$ cat config.mk
export PLATFORM = sky130hd
export DESIGN_NAME = disk_block_cache_lru_tags
export DESIGN_NICKNAME = d
export VERILOG_FILES = /design/src/design/dbc_pkg.sv /design/src/design/dbc_front.sv /design/src/design/dbc_resq.sv /design/src/design/dbc_back.sv /design/src/design/disk_block_cache_lru_tags.sv
export SDC_FILE = /design/constraint.sdc
export NUM_CORES = 2
export LEC_CHECK = 0
export ABC_AREA = 1
export BUFFER_PORTS_ARGS = -buffer_cell sky130_fd_sc_hd__buf_2
export CAP_MARGIN = 0
export CORE_ASPECT_RATIO = 1.2
export CORE_UTILIZATION = 47
export CTS_CLUSTER_DIAMETER = 80
export DETAILED_ROUTE_END_ITERATION = 7
export MAX_ROUTING_LAYER = met4
export PLACE_DENSITY_LB_ADDON = 0.25
export SKIP_LAST_GASP = 1
export SYNTH_ARGS = -nofsm -noshare
export SYNTH_HDL_FRONTEND = slang
export SYNTH_SLANG_ARGS = --single-unit
$ cat constraint.sdc
create_clock -name clk -period 10.2 [get_ports clk]
set_input_delay 2.04 -clock clk [delete_from_list [all_inputs] [get_ports clk]]
set_output_delay 2.04 -clock clk [all_outputs]
set_load 0.05 [all_outputs]
$ cat src/design/dbc_pkg.sv
// Package for the disk block cache tag unit: sizes, payload words and derived constants.
// Used by dbc_front, dbc_back, dbc_resq and disk_block_cache_lru_tags; depends on nothing.
package dbc_pkg;

	localparam int ENTRIES       = 8;
	localparam int ENTRY_SECTORS = 8;
	localparam int SECTOR_BYTES  = 512;

	localparam int IDX_W       = (ENTRIES > 1) ? $clog2(ENTRIES) : 1;
	localparam int ALIGN_SHIFT = $clog2(SECTOR_BYTES * ENTRY_SECTORS);
	localparam int SEC_SHIFT   = $clog2(ENTRY_SECTORS);

	typedef struct packed {
		logic [7:0]  disk_number;
		logic [31:0] byte_address;
		logic [31:0] wanted_end_sector;
	} dbc_req_t;

	typedef struct packed {
		logic [2:0]  entry_index;
		logic        hit;
		logic [31:0] fetch_start_sector;
		logic [3:0]  fetch_count;
		logic [3:0]  buffer_offset_sectors;
	} dbc_res_t;

	// Classified request as it waits between the front and the back.
	typedef struct packed {
		logic [7:0]  disk;
		logic [31:0] aligned;
		logic [31:0] wanted;
	} dbc_cmd_t;

endpackage

$ cat src/design/dbc_front.sv
// Front part of the disk block cache tag unit: accepts request words, computes the
// aligned entry start and holds up to two classified requests. Depends on dbc_pkg.
module dbc_front (
	input  logic              clk,
	input  logic              arst_n,
	input  logic              push,
	output logic              full,
	input  dbc_pkg::dbc_req_t request,
	output logic              cmd_valid,
	input  logic              cmd_ready,
	output dbc_pkg::dbc_cmd_t cmd
);

	dbc_pkg::dbc_cmd_t slot_q [2];
	logic              wr_ptr_q;
	logic              rd_ptr_q;
	logic [1:0]        cnt_q;
	dbc_pkg::dbc_cmd_t cls;
	logic              do_push;
	logic              do_pop;

	// The entry start is the request sector rounded down to a whole entry.
	always_comb begin
		cls.disk    = request.disk_number;
		cls.aligned = 32'((request.byte_address >> dbc_pkg::ALIGN_SHIFT) << dbc_pkg::SEC_SHIFT);
		cls.wanted  = request.wanted_end_sector;
	end

	assign full      = (cnt_q == 2'd2);
	assign cmd_valid = (cnt_q != 2'd0);
	assign cmd       = slot_q[rd_ptr_q];
	assign do_push   = push && !full;
	assign do_pop    = cmd_valid && cmd_ready;

	always_ff @(posedge clk) begin
		if (do_push) begin
			slot_q[wr_ptr_q] <= cls;
		end
	end

	always_ff @(posedge clk or negedge arst_n) begin
		if (!arst_n) begin
			wr_ptr_q <= 1'b0;
			rd_ptr_q <= 1'b0;
			cnt_q    <= 2'd0;
		end else begin
			if (do_push) begin
				wr_ptr_q <= ~wr_ptr_q;
			end
			if (do_pop) begin
				rd_ptr_q <= ~rd_ptr_q;
			end
			if (do_push && !do_pop) begin
				cnt_q <= cnt_q + 2'd1;
			end else if (do_pop && !do_push) begin
				cnt_q <= cnt_q - 2'd1;
			end
		end
	end

endmodule

$ cat src/design/dbc_resq.sv
// Result queue of the disk block cache tag unit: two result words toward the consumer.
// Depends on dbc_pkg.
module dbc_resq (
	input  logic              clk,
	input  logic              arst_n,
	input  logic              res_push,
	input  dbc_pkg::dbc_res_t res_in,
	output logic              res_full,
	output logic              empty,
	input  logic              pop,
	output dbc_pkg::dbc_res_t result
);

	dbc_pkg::dbc_res_t slot_q [2];
	logic              wr_ptr_q;
	logic              rd_ptr_q;
	logic [1:0]        cnt_q;
	logic              do_push;
	logic              do_pop;

	assign res_full = (cnt_q == 2'd2);
	assign empty    = (cnt_q == 2'd0);
	assign result   = slot_q[rd_ptr_q];
	assign do_push  = res_push && !res_full;
	assign do_pop   = pop && !empty;

	always_ff @(posedge clk) begin
		if (do_push) begin
			slot_q[wr_ptr_q] <= res_in;
		end
	end

	always_ff @(posedge clk or negedge arst_n) begin
		if (!arst_n) begin
			wr_ptr_q <= 1'b0;
			rd_ptr_q <= 1'b0;
			cnt_q    <= 2'd0;
		end else begin
			if (do_push) begin
				wr_ptr_q <= ~wr_ptr_q;
			end
			if (do_pop) begin
				rd_ptr_q <= ~rd_ptr_q;
			end
			if (do_push && !do_pop) begin
				cnt_q <= cnt_q + 2'd1;
			end else if (do_pop && !do_push) begin
				cnt_q <= cnt_q - 2'd1;
			end
		end
	end

endmodule

$ cat src/design/dbc_back.sv
// Back part of the disk block cache tag unit: holds the tag store, scans it one entry a
// cycle for a match and the oldest stamp, then clamps, fills and stamps. Depends on dbc_pkg.
module dbc_back (
	input  logic              clk,
	input  logic              arst_n,
	input  logic              cmd_valid,
	output logic              cmd_ready,
	input  dbc_pkg::dbc_cmd_t cmd,
	output logic              res_push,
	input  logic              res_full,
	output dbc_pkg::dbc_res_t res_out
);

	typedef enum logic [3:0] {
		ST_IDLE   = 4'b0001,
		ST_SCAN   = 4'b0010,
		ST_CLAMP  = 4'b0100,
		ST_COMMIT = 4'b1000
	} dbc_state_t;

	localparam logic [dbc_pkg::IDX_W-1:0] LAST_IDX = dbc_pkg::IDX_W'(dbc_pkg::ENTRIES - 1);

	dbc_state_t state_q;

	logic [7:0]  tag_q       [dbc_pkg::ENTRIES];
	logic [31:0] start_q     [dbc_pkg::ENTRIES];
	logic [31:0] filled_q    [dbc_pkg::ENTRIES];
	logic [31:0] stamp_q     [dbc_pkg::ENTRIES];
	logic [31:0] stamp_cnt_q;

	dbc_pkg::dbc_cmd_t         cmd_q;
	logic [dbc_pkg::IDX_W-1:0] idx_q;
	logic [dbc_pkg::IDX_W-1:0] victim_q;
	logic [dbc_pkg::IDX_W-1:0] hit_idx_q;
	logic [dbc_pkg::IDX_W-1:0] sel_q;
	logic [31:0]               min_q;
	logic                      hit_q;
	logic [31:0]               s_q;
	logic [31:0]               fe_q;
	logic [32:0]               end_q;

	logic [dbc_pkg::IDX_W-1:0] rd_idx;
	logic [7:0]                rd_tag;
	logic [31:0]               rd_start;
	logic [31:0]               rd_filled;
	logic [31:0]               rd_stamp;
	logic                      match;
	logic                      hit_n;
	logic [dbc_pkg::IDX_W-1:0] hit_idx_n;
	logic [dbc_pkg::IDX_W-1:0] victim_n;
	logic [31:0]               min_n;

	logic [31:0] s_c;
	logic [31:0] fe_c;
	logic [32:0] lim_c;
	logic [32:0] low_c;
	logic [32:0] end_c;

	logic        fetch;
	logic [32:0] count_c;
	logic [31:0] off_c;
	logic [31:0] cnt_inc;
	logic        commit;

	// One read port into the tag store: the scan position, or the chosen entry afterwards.
	assign rd_idx    = (state_q == ST_SCAN) ? idx_q : sel_q;
	assign rd_tag    = tag_q[rd_idx];
	assign rd_start  = start_q[rd_idx];
	assign rd_filled = filled_q[rd_idx];
	assign rd_stamp  = stamp_q[rd_idx];

	always_comb begin
		match     = (rd_tag == cmd_q.disk) && (rd_start == cmd_q.aligned);
		hit_n     = hit_q;
		hit_idx_n = hit_idx_q;
		if (!hit_q && match) begin
			hit_n     = 1'b1;
			hit_idx_n = idx_q;
		end
		// Strict less-than keeps the lowest index among equal stamps.
		victim_n = victim_q;
		min_n    = min_q;
		if (idx_q == '0 || rd_stamp < min_q) begin
			victim_n = idx_q;
			min_n    = rd_stamp;
		end
	end

	// A missed entry is rebuilt empty at the aligned start.
	always_comb begin
		s_c   = hit_q ? rd_start : cmd_q.aligned;
		fe_c  = hit_q ? rd_filled : cmd_q.aligned;
		lim_c = {1'b0, s_c} + 33'(dbc_pkg::ENTRY_SECTORS);
		low_c = (cmd_q.wanted < s_c) ? {1'b0, s_c} : {1'b0, cmd_q.wanted};
		end_c = (low_c > lim_c) ? lim_c : low_c;
	end

	always_comb begin
		fetch   = end_q > {1'b0, fe_q};
		count_c = end_q - {1'b0, fe_q};
		off_c   = fe_q - s_q;
		cnt_inc = stamp_cnt_q + 32'd1;
		commit  = (state_q == ST_COMMIT) && !res_full;

		res_out.entry_index           = 3'(sel_q);
		res_out.hit                   = hit_q;
		res_out.fetch_start_sector    = fetch ? fe_q : 32'd0;
		res_out.fetch_count           = fetch ? 4'(count_c) : 4'd0;
		res_out.buffer_offset_sectors = fetch ? 4'(off_c) : 4'd0;
	end

	assign cmd_ready = (state_q == ST_IDLE);
	assign res_push  = commit;

	always_ff @(posedge clk) begin
		case (state_q)
			ST_IDLE: begin
				if (cmd_valid) begin
					cmd_q <= cmd;
				end
			end
			ST_SCAN: begin
				if (idx_q == LAST_IDX) begin
					sel_q <= hit_n ? hit_idx_n : victim_n;
				end
			end
			ST_CLAMP: begin
				s_q   <= s_c;
				fe_q  <= fe_c;
				end_q <= end_c;
			end
			default: begin
			end
		endcase
	end

	always_ff @(posedge clk or negedge arst_n) begin
		if (!arst_n) begin
			state_q     <= ST_IDLE;
			idx_q       <= '0;
			victim_q    <= '0;
			hit_idx_q   <= '0;
			min_q       <= 32'd0;
			hit_q       <= 1'b0;
			stamp_cnt_q <= 32'd0;
			for (int i = 0; i < dbc_pkg::ENTRIES; i++) begin
				tag_q[i]    <= 8'd0;
				start_q[i]  <= 32'd0;
				filled_q[i] <= 32'd0;
				stamp_q[i]  <= 32'd0;
			end
		end else begin
			case (state_q)
				ST_IDLE: begin
					if (cmd_valid) begin
						idx_q   <= '0;
						hit_q   <= 1'b0;
						state_q <= ST_SCAN;
					end
				end
				ST_SCAN: begin
					hit_q     <= hit_n;
					hit_idx_q <= hit_idx_n;
					victim_q  <= victim_n;
					min_q     <= min_n;
					if (idx_q == LAST_IDX) begin
						state_q <= ST_CLAMP;
					end else begin
						idx_q <= idx_q + 1'b1;
					end
				end
				ST_CLAMP: begin
					state_q <= ST_COMMIT;
				end
				ST_COMMIT: begin
					if (commit) begin
						tag_q[sel_q]    <= cmd_q.disk;
						start_q[sel_q]  <= s_q;
						filled_q[sel_q] <= fetch ? end_q[31:0] : fe_q;
						// Reaching all ones wipes every stamp, the fresh one too.
						if (cnt_inc == '1) begin
							stamp_cnt_q <= 32'd0;
							for (int i = 0; i < dbc_pkg::ENTRIES; i++) begin
								stamp_q[i] <= 32'd0;
							end
						end else begin
							stamp_cnt_q    <= cnt_inc;
							stamp_q[sel_q] <= stamp_cnt_q;
						end
						state_q <= ST_IDLE;
					end
				end
				default: begin
					state_q <= ST_IDLE;
				end
			endcase
		end
	end

endmodule

$ cat src/design/disk_block_cache_lru_tags.sv
// Disk block cache tag unit, fully associative with least-recently-used replacement.
// The back takes a new word only once it has committed the last one: it takes the word,
// scans the tag store one entry a cycle, clamps the wanted end and commits the result,
// waiting in its commit step while the result queue is full.
// Reset: arst_n clears all tags, starts, filled ends, stamps, the stamp counter and queues.
module disk_block_cache_lru_tags (
	input  logic              clk,
	input  logic              arst_n,
	input  logic              push,
	output logic              full,
	input  dbc_pkg::dbc_req_t request,
	output logic              empty,
	input  logic              pop,
	output dbc_pkg::dbc_res_t result
);

	// The front turns each request word into a disk number, an entry-aligned start
	// sector and the wanted end, and keeps two of them so that the caller can push
	// the next request while the back is still scanning.
	logic              cmd_valid;
	logic              cmd_ready;
	dbc_pkg::dbc_cmd_t cmd;

	// Between the back and the result queue.
	logic              res_push;
	logic              res_full;
	dbc_pkg::dbc_res_t res_word;

	dbc_front u_front (
		.clk       (clk),
		.arst_n    (arst_n),
		.push      (push),
		.full      (full),
		.request   (request),
		.cmd_valid (cmd_valid),
		.cmd_ready (cmd_ready),
		.cmd       (cmd)
	);

	// The back owns the tag store. It searches for the first entry whose disk and
	// start match and, in the same pass, for the entry with the smallest stamp. It then
	// clamps the wanted end into the entry, works out the sectors still to read, and
	// stamps the chosen entry. It waits in its commit step while the result queue is full,
	// so no state changes until the result word has a place to go.
	dbc_back u_back (
		.clk       (clk),
		.arst_n    (arst_n),
		.cmd_valid (cmd_valid),
		.cmd_ready (cmd_ready),
		.cmd       (cmd),
		.res_push  (res_push),
		.res_full  (res_full),
		.res_out   (res_word)
	);

	// The result queue lets a finished word wait for pop without holding the back.
	dbc_resq u_resq (
		.clk      (clk),
		.arst_n   (arst_n),
		.res_push (res_push),
		.res_in   (res_word),
		.res_full (res_full),
		.empty    (empty),
		.pop      (pop),
		.result   (result)
	);

	// When nothing is fetched, the start and offset of the word are zero.
	a_no_fetch_zero: assert property (@(posedge clk) disable iff (!arst_n)
		(!empty && result.fetch_count == 4'd0) |->
		(result.fetch_start_sector == 32'd0 && result.buffer_offset_sectors == 4'd0))
		else $error("empty fetch carries a nonzero start or offset");

	// A fetch never reaches past the end of the entry buffer.
	a_fetch_in_entry: assert property (@(posedge clk) disable iff (!arst_n)
		!empty |->
		(({1'b0, result.buffer_offset_sectors} + {1'b0, result.fetch_count})
			<= 5'(dbc_pkg::ENTRY_SECTORS)))
		else $error("fetch runs past the entry buffer");

	// The selected entry always exists.
	a_index_range: assert property (@(posedge clk) disable iff (!arst_n)
		!empty |-> (32'(result.entry_index) < 32'(dbc_pkg::ENTRIES)))
		else $error("entry index out of range");

endmodule

**Yosys cells after proc, flatten, opt, wreduce, memory -nomap -nowiden**

Memories as Yosys holds them, arrays and structs flattened. A register that Yosys moved wholly into a read port is not among the register bits.
Cells that the tools add are included.

- $add $sub $neg: 9
- Order comparisons: 7
- Eq/ne operators: 14
- Muxes and demuxes: 52
- Bitwise logic cells: 6
- Reduce and logical (&&, ||, !) cells: 34

Operator list:

| cell | count |
|---|---|
| $bwmux W256 | 3 |
| $mux W32 | 13 |
| $bmux W32 S3 | 3 |
| $mux W256 | 1 |
| $demux W32 S3 | 1 |
| $bwmux W64 | 1 |
| $lt A32 B32 Y1 | 2 |
| $add A32 B4 Y33 const B | 1 |
| $gt A33 B32 Y1 | 1 |
| $gt A33 B33 Y1 | 1 |
| $mux W33 | 1 |
| $add A32 B1 Y32 const B | 1 |
| $eq A32 B32 Y1 | 1 |
| $eq A32 B32 Y1 const B | 1 |
| $bmux W8 S3 | 1 |
| $demux W8 S3 | 1 |
| $mux W8 | 3 |
| $mux W4 | 5 |
| $mux W3 | 6 |
| $pmux W4 S4 | 1 |
| $logic_and A1 B1 Y1 | 12 |
| $reduce_and A2 Y1 | 5 |
| $eq A8 B8 Y1 | 1 |
| $ge A4 B4 Y1 const B | 2 |
| 25 further kinds | 54 |

- Bits in registers: 1050
- Bits in writable memories: 208
- Input bits: 76
- Output and inout port bits: 46
- Word-level logic and storage cells: 174
- Memories: 2

Memory list:

| memory | words | width | read ports | clocked after memory_dff | wr ports | line | RTL |
|---|---|---|---|---|---|---|---|
| u_front.slot_q | 2 | 60 | 1 | 1 | 1 | dbc_front.sv:14 | `dbc_pkg::dbc_cmd_t slot_q [2];` |
| u_resq.slot_q | 2 | 44 | 1 | 0 | 1 | dbc_resq.sv:14 | `dbc_pkg::dbc_res_t slot_q [2];` |

**Longest topological paths before layout**

- Depth after elaboration: 11
- Gate-level depth with buffers: 47
- Mapped depth without buffers: 41

**By module**

From an unflattened synthesis, not the netlist that was laid out.

- Cells, all modules: 7211
- Area total of the unflattened synthesis: 62522.5 um^2

By module, submodules not included:

| module | times used | cells each | area each (um^2) | seq. area each (um^2) |
|---|---|---|---|---|
| dbc_back | 1 | 6592 | 54343.4 | 27938.0 |
| dbc_front | 1 | 358 | 4738.3 | 3703.6 |
| dbc_resq | 1 | 261 | 3440.8 | 2742.6 |

**Worst setup path after synthesis**

OpenSTA, ideal clock, no wires.

- Kind: reg-to-reg
- From: register u_back.state_q[3]
- To: register u_back.end_q[0], data pin
- Library setup time: 131 ps
- Arrival: 5252 ps
- Data required time: 10069 ps
- Path slack: 4817 ps
- Stages on the path, launching flop included: 37
- Path buffers: 5
- Clock period less this slack: 5383 ps
- Cell sequence: dfrtp_1 nor2_2 nand2_4 buf_6 o21ai_4 buf_6 buf_6 o21ai_1 o21ai_1 nand2_1 o21ai_4 inv_1 ha_1 a21oi_1 nor2_1 a211oi_1 o221ai_1 a21oi_1 clkbuf_1 nand3_1 and2_1 ha_1 nand2_1 nor2_1 inv_1 o21ai_0 nand2_1 nand3_1 nand4_1 nand3_1 nand2_1 nand2_1 nand2_1 a21oi_1 clkbuf_1 nand3_1 nand2_1

- Word-level cells in the longest chain between the ends: 11
- Elaborated cells on any way between the ends: 12
- Classes of those cells: add/sub (1); order compare (2); eq/ne (1); mux (7); bitwise (1)

RTL lines:

| element | line | RTL |
|---|---|---|
| start, declared | dbc_back.sv:23 | `dbc_state_t state_q;` |
| start signal, assigned | dbc_back.sv:139 | `state_q <= ST_IDLE;` |
| start signal, assigned | dbc_back.sv:158 | `state_q <= ST_SCAN;` |
| start signal, assigned | dbc_back.sv:167 | `state_q <= ST_CLAMP;` |
| $eq A4 B2 Y1 (*) | dbc_back.sv:66 | `assign rd_idx = (state_q == ST_SCAN) ? idx_q : sel_q;` |
| $mux W3 (*) | dbc_back.sv:66 |  |
| $not A3 Y4 (not written as such) (*) | dbc_back.sv:68 | `assign rd_start = start_q[rd_idx];` |
| $bmux W32 S3 (*) | dbc_back.sv:68 |  |
| $mux W32 (not written as such) (*) (2 in series) | dbc_back.sv:68 |  |
| $mux W32 (*) | dbc_back.sv:91 | `s_c = hit_q ? rd_start : cmd_q.aligned;` |
| named net u_back.s_c[17] | dbc_back.sv:53 | `logic [31:0] s_c;` |
| $lt A32 B32 Y1 | dbc_back.sv:94 | `low_c = (cmd_q.wanted < s_c) ? {1'b0, s_c} : {1'b0, cmd_q.wanted};` |
| $mux W32 | dbc_back.sv:94 |  |
| $gt A33 B33 Y1 | dbc_back.sv:95 | `end_c = (low_c > lim_c) ? lim_c : low_c;` |
| $mux W33 (*) | dbc_back.sv:95 |  |
| named net u_back.end_c[0] | dbc_back.sv:57 | `logic [32:0] end_c;` |
| end signal, assigned | dbc_back.sv:130 | `end_q <= end_c;` |
| end, declared | dbc_back.sv:40 | `logic [32:0] end_q;` |

The timed path passes the listed nets; every way through them passes the cells marked *. The select of a mux whose other input is x is not followed.
A chain may end at the register's enable or synchronous reset.

**Worst setup path after layout**

- From: register u_back.state_q[3]
- To: register u_back.end_q[17], data pin

The elaborated chain is that of the path after synthesis.

==> out/metrics.yaml <==
outcome:
  status: "finished, final reports clean"
pwr:
  pwr-share-seq_pct: 36.7
  p_int_w: 0.0102
  switching_share_pct: 37.6
  leakage_nw: 31.3
  power.switching_w: 0.00614
  power.density_nw_per_um2: 241
  ir_drop_mv: 0.180
  power_frac_comb_pct: 32.9
  clkPwrFrac_pct: 30.4
setup_path:
  cp_slowest_cell: "o21ai_4"
  crit_path_max_incr_delay_ns: 0.74
  worstPathRequired_ns: 10.67
  crit_buf_inv: 4
  worstPathMaxFanout: 50
  crit_top_cell: "nand2_1"
  cp-end-kind: "flip-flop"
  cp.arrival_ns: 8.88
  r2r_cells: 36
  cp-start-kind: "flip-flop"
  worstSetupPathType: "flip-flop to flip-flop"
  critPathTopFamily: "simple AND/OR/NAND/NOR gates"
  path_depth: 36
clocking:
  clkSinkCount: 1286
  cts_resized: 0
  cts.path.max_buffers: 3
  cts_tree: "yes"
  postCtsSetupRepairBufs: 0
  clockRootBuffer: "clkbuf_16"
  htree_levels: 4
  cts-buffers-inserted: 137
  hold_buffers: 0
  clk_pin_slew_ns: 0.06
  clk-insertion-delay-late_ns: 0.78
floorplan:
  ioPinCount: 122
  core_area_um2: 131000
  num_rows: 145
  die_y_um: 400
  dieArea_um2: 133000
  start_util_pct: 47.5
  die_w_um: 334
cells_and_area:
  layout-drive-gt1-share_pct: 6.95
  nNetsFinal: 7300
  fill_cells: 12200
  multi_input_area_um2: 24400
  register_area_um2: 34000
  areaGrowthSynthToFinish_pct: 9.40
timing:
  rsz0062_at_grt: "no"
  holdWs_ns: 0.463
  finalCriticalPeriod_ns: 8.41
  tns_ns: 0
  drv_slew: 0
  relSlewSlack_pct: 6.51
  finalSetupViolCount: 0
  post-route-period-util_pct: 82.5
  fmax_mhz: 119
  worst_pin_slew_ns: 1.40
  skew_ns: 0.0327
  hold_viol: 0
global_routing:
  grt_pass1_vias: 48400
  grt_max_degree: 208
  gr-total-overflow: 0
  grt_pass1_wl_um: 280000
  grt_use_total_pct: 27.8
  antenna_found_initial: 4
yosys:
  ys_ff_latch: 1286
  yosysMostFrequentCell: "nand2_1"
  yosysTopAreaCellShare_pct: 37.0
  synth_compound_area_share_pct: 11.2
  netlist_instances: 7248
  synth-xor-area-share_pct: 0.974
  synth_area_leader_cell: "dfrtp_1"
  synth_cell_types: 54
  ys_seq_area_share_pct: 54.9
  syn_avg_cell_area_um2: 8.56
  synthTopCellsByArea: "dfrtp_1, edfxtp_1, nand2_1"
  syn_nets: 7463
  synthTopCellsByCount: "nand2_1, o21ai_0, dfrtp_1, nor2_1, nand3_1"
  synth_fa_ha_area_share_pct: 2.83
  synth_mux_area_share_pct: 0
  synthArstFlopShare_pct: 71.4
  synth-warning-count: 0
  synthSimpleGateAreaFrac_pct: 24.0
  syn_area_um2: 62000
  synth-edff-count: 368
  ys.flop_type: "dfrtp_1"
  synth_top_family_by_area: "simple AND/OR/NAND/NOR gates"
flow_run:
  maxCapViolCount: 0
detailed_routing:
  antenna_left: 0
  vias_per_cell: 5.62
  drcViolationCount: 0
  dr.first_iter.drc_count: 5461
  dr.pass1.iters: 6
  wire_per_inst_um: 20.1
  dr_total_vias: 50000
  routed_wl_um: 178000
place:
  io_buffers: 109
  gp_congestion: 0.937
  place_hpwl_um: 107000
worst_hold_path:
  holdPathStages: 2
  hp-class: "flip-flop to flip-flop"
routing by layer:
layer  up-vias  part of all wire (%)  global-route usage, %
met2      1752                    48                   44.8
met5         -                     0                      -
met1     24200                    43                   36.1
met4         0                   3.2                   9.92
li1      23700                     -                      -
met3       353                   6.5                   3.66
worst register-to-register path, delay by kind of cell, from the launching register on:
kind	cells	cell delay [ns]
simple gates	23	3.95
compound gates	7	1.88
buf+inv	4	1.35
fa+ha+maj	2	0.53
flops	1	0.38
path summary, 6_finish.rpt:
check	start	to	slack (ns)
min reg2reg	u_back.stamp_q[47]	u_back.stamp_q[47]	0.46
max in group asynchronous	arst_n	u_back.filled_q[137]	6.58
max	u_back.state_q[3]	u_back.end_q[17]	1.79
max reg2reg	u_back.state_q[3]	u_back.end_q[17]	1.79
min	u_back.stamp_q[47]	u_back.stamp_q[47]	0.46
min in group asynchronous	arst_n	u_back.stamp_q[6]	1.27
metrics by stage:
step / total power (W) / util, % / instance area, um2 / setup WS, ns / cells
floorplan: 0.00978 / - / 62000 / 4.82 / 7248
global placement: 0.0114 / 48.5 / 63400 / 1.88 / 8636
detailed placement: 0.0114 / 48.5 / 63400 / 1.86 / 8636
CTS: 0.0164 / 51.9 / 67900 / 1.79 / 8886
global route: 0.0172 / 51.9 / 67900 / 1.06 / 8888
finish: 0.0163 / 51.9 / 67900 / 1.79 / 8888
cell families (layout without fill, tap and decap cells):
logic type               count (synthesis)  in the layout
AO/OA/AOI/OAI                         1256           1256
XOR/XNOR                                69             69
adder cells (fa/ha/maj)                139            139
buffers and inverters                  929            877
flip-flops                            1286           1286
other                                    1              3
AND/OR/NAND/NOR                       3568           3568
area by class of cell:
| cell class | instances | share of cell area, % |
|---|---|---|
| multi-input combinational | 5033 | 35.9 |
| tap | 1690 | 3.12 |
| clock buffer | 205 | 5.97 |
| clock inverter | 45 | 0.612 |
| antenna | 2 | 0.00738 |
| timing repair buffer | 190 | 1.83 |
| inverter | 437 | 2.44 |
| sequential | 1286 | 50.1 |
cells in the final DEF (no fill, tap or decap), types with 30 or more instances in the layout:
cell type,instances
buf_2,108
inv_1,420
o22ai_1,89
nand3_1,426
dfrtp_1,915
o211ai_1,44
and2_1,32
xor2_1,64
nor3_1,30
o21ai_0,938
buf_4,75
nor2_1,420
ha_1,137
clkbuf_16,143
nand4_1,228
edfxtp_1,368
a21oi_1,49
nand2_1,2339
clkbuf_1,38
registers in the layout (all words and copies together), names as in the netlist, 33 cells and up:
signal / cells
u_back.cmd_q: 60
u_back.filled_q: 256
u_back.start_q: 256
u_front.slot_q: 120
u_resq.slot_q: 88
u_back.stamp_q: 256
u_back.end_q: 33
u_back.tag_q: 64
power by group through the flow:
stage	sequential, W	combinational (W)	clock [W]
2_1_floorplan	0.00601	0.00377	0
3_3_place_gp	0.00607	0.00530	0
3_5_place_dp	0.00608	0.00534	0
4_1_cts	0.00598	0.00537	0.00504
5_1_grt	0.00602	0.00597	0.00525
6_report	0.00599	0.00538	0.00496
Note: power is estimated with default switching activity, not from simulation.
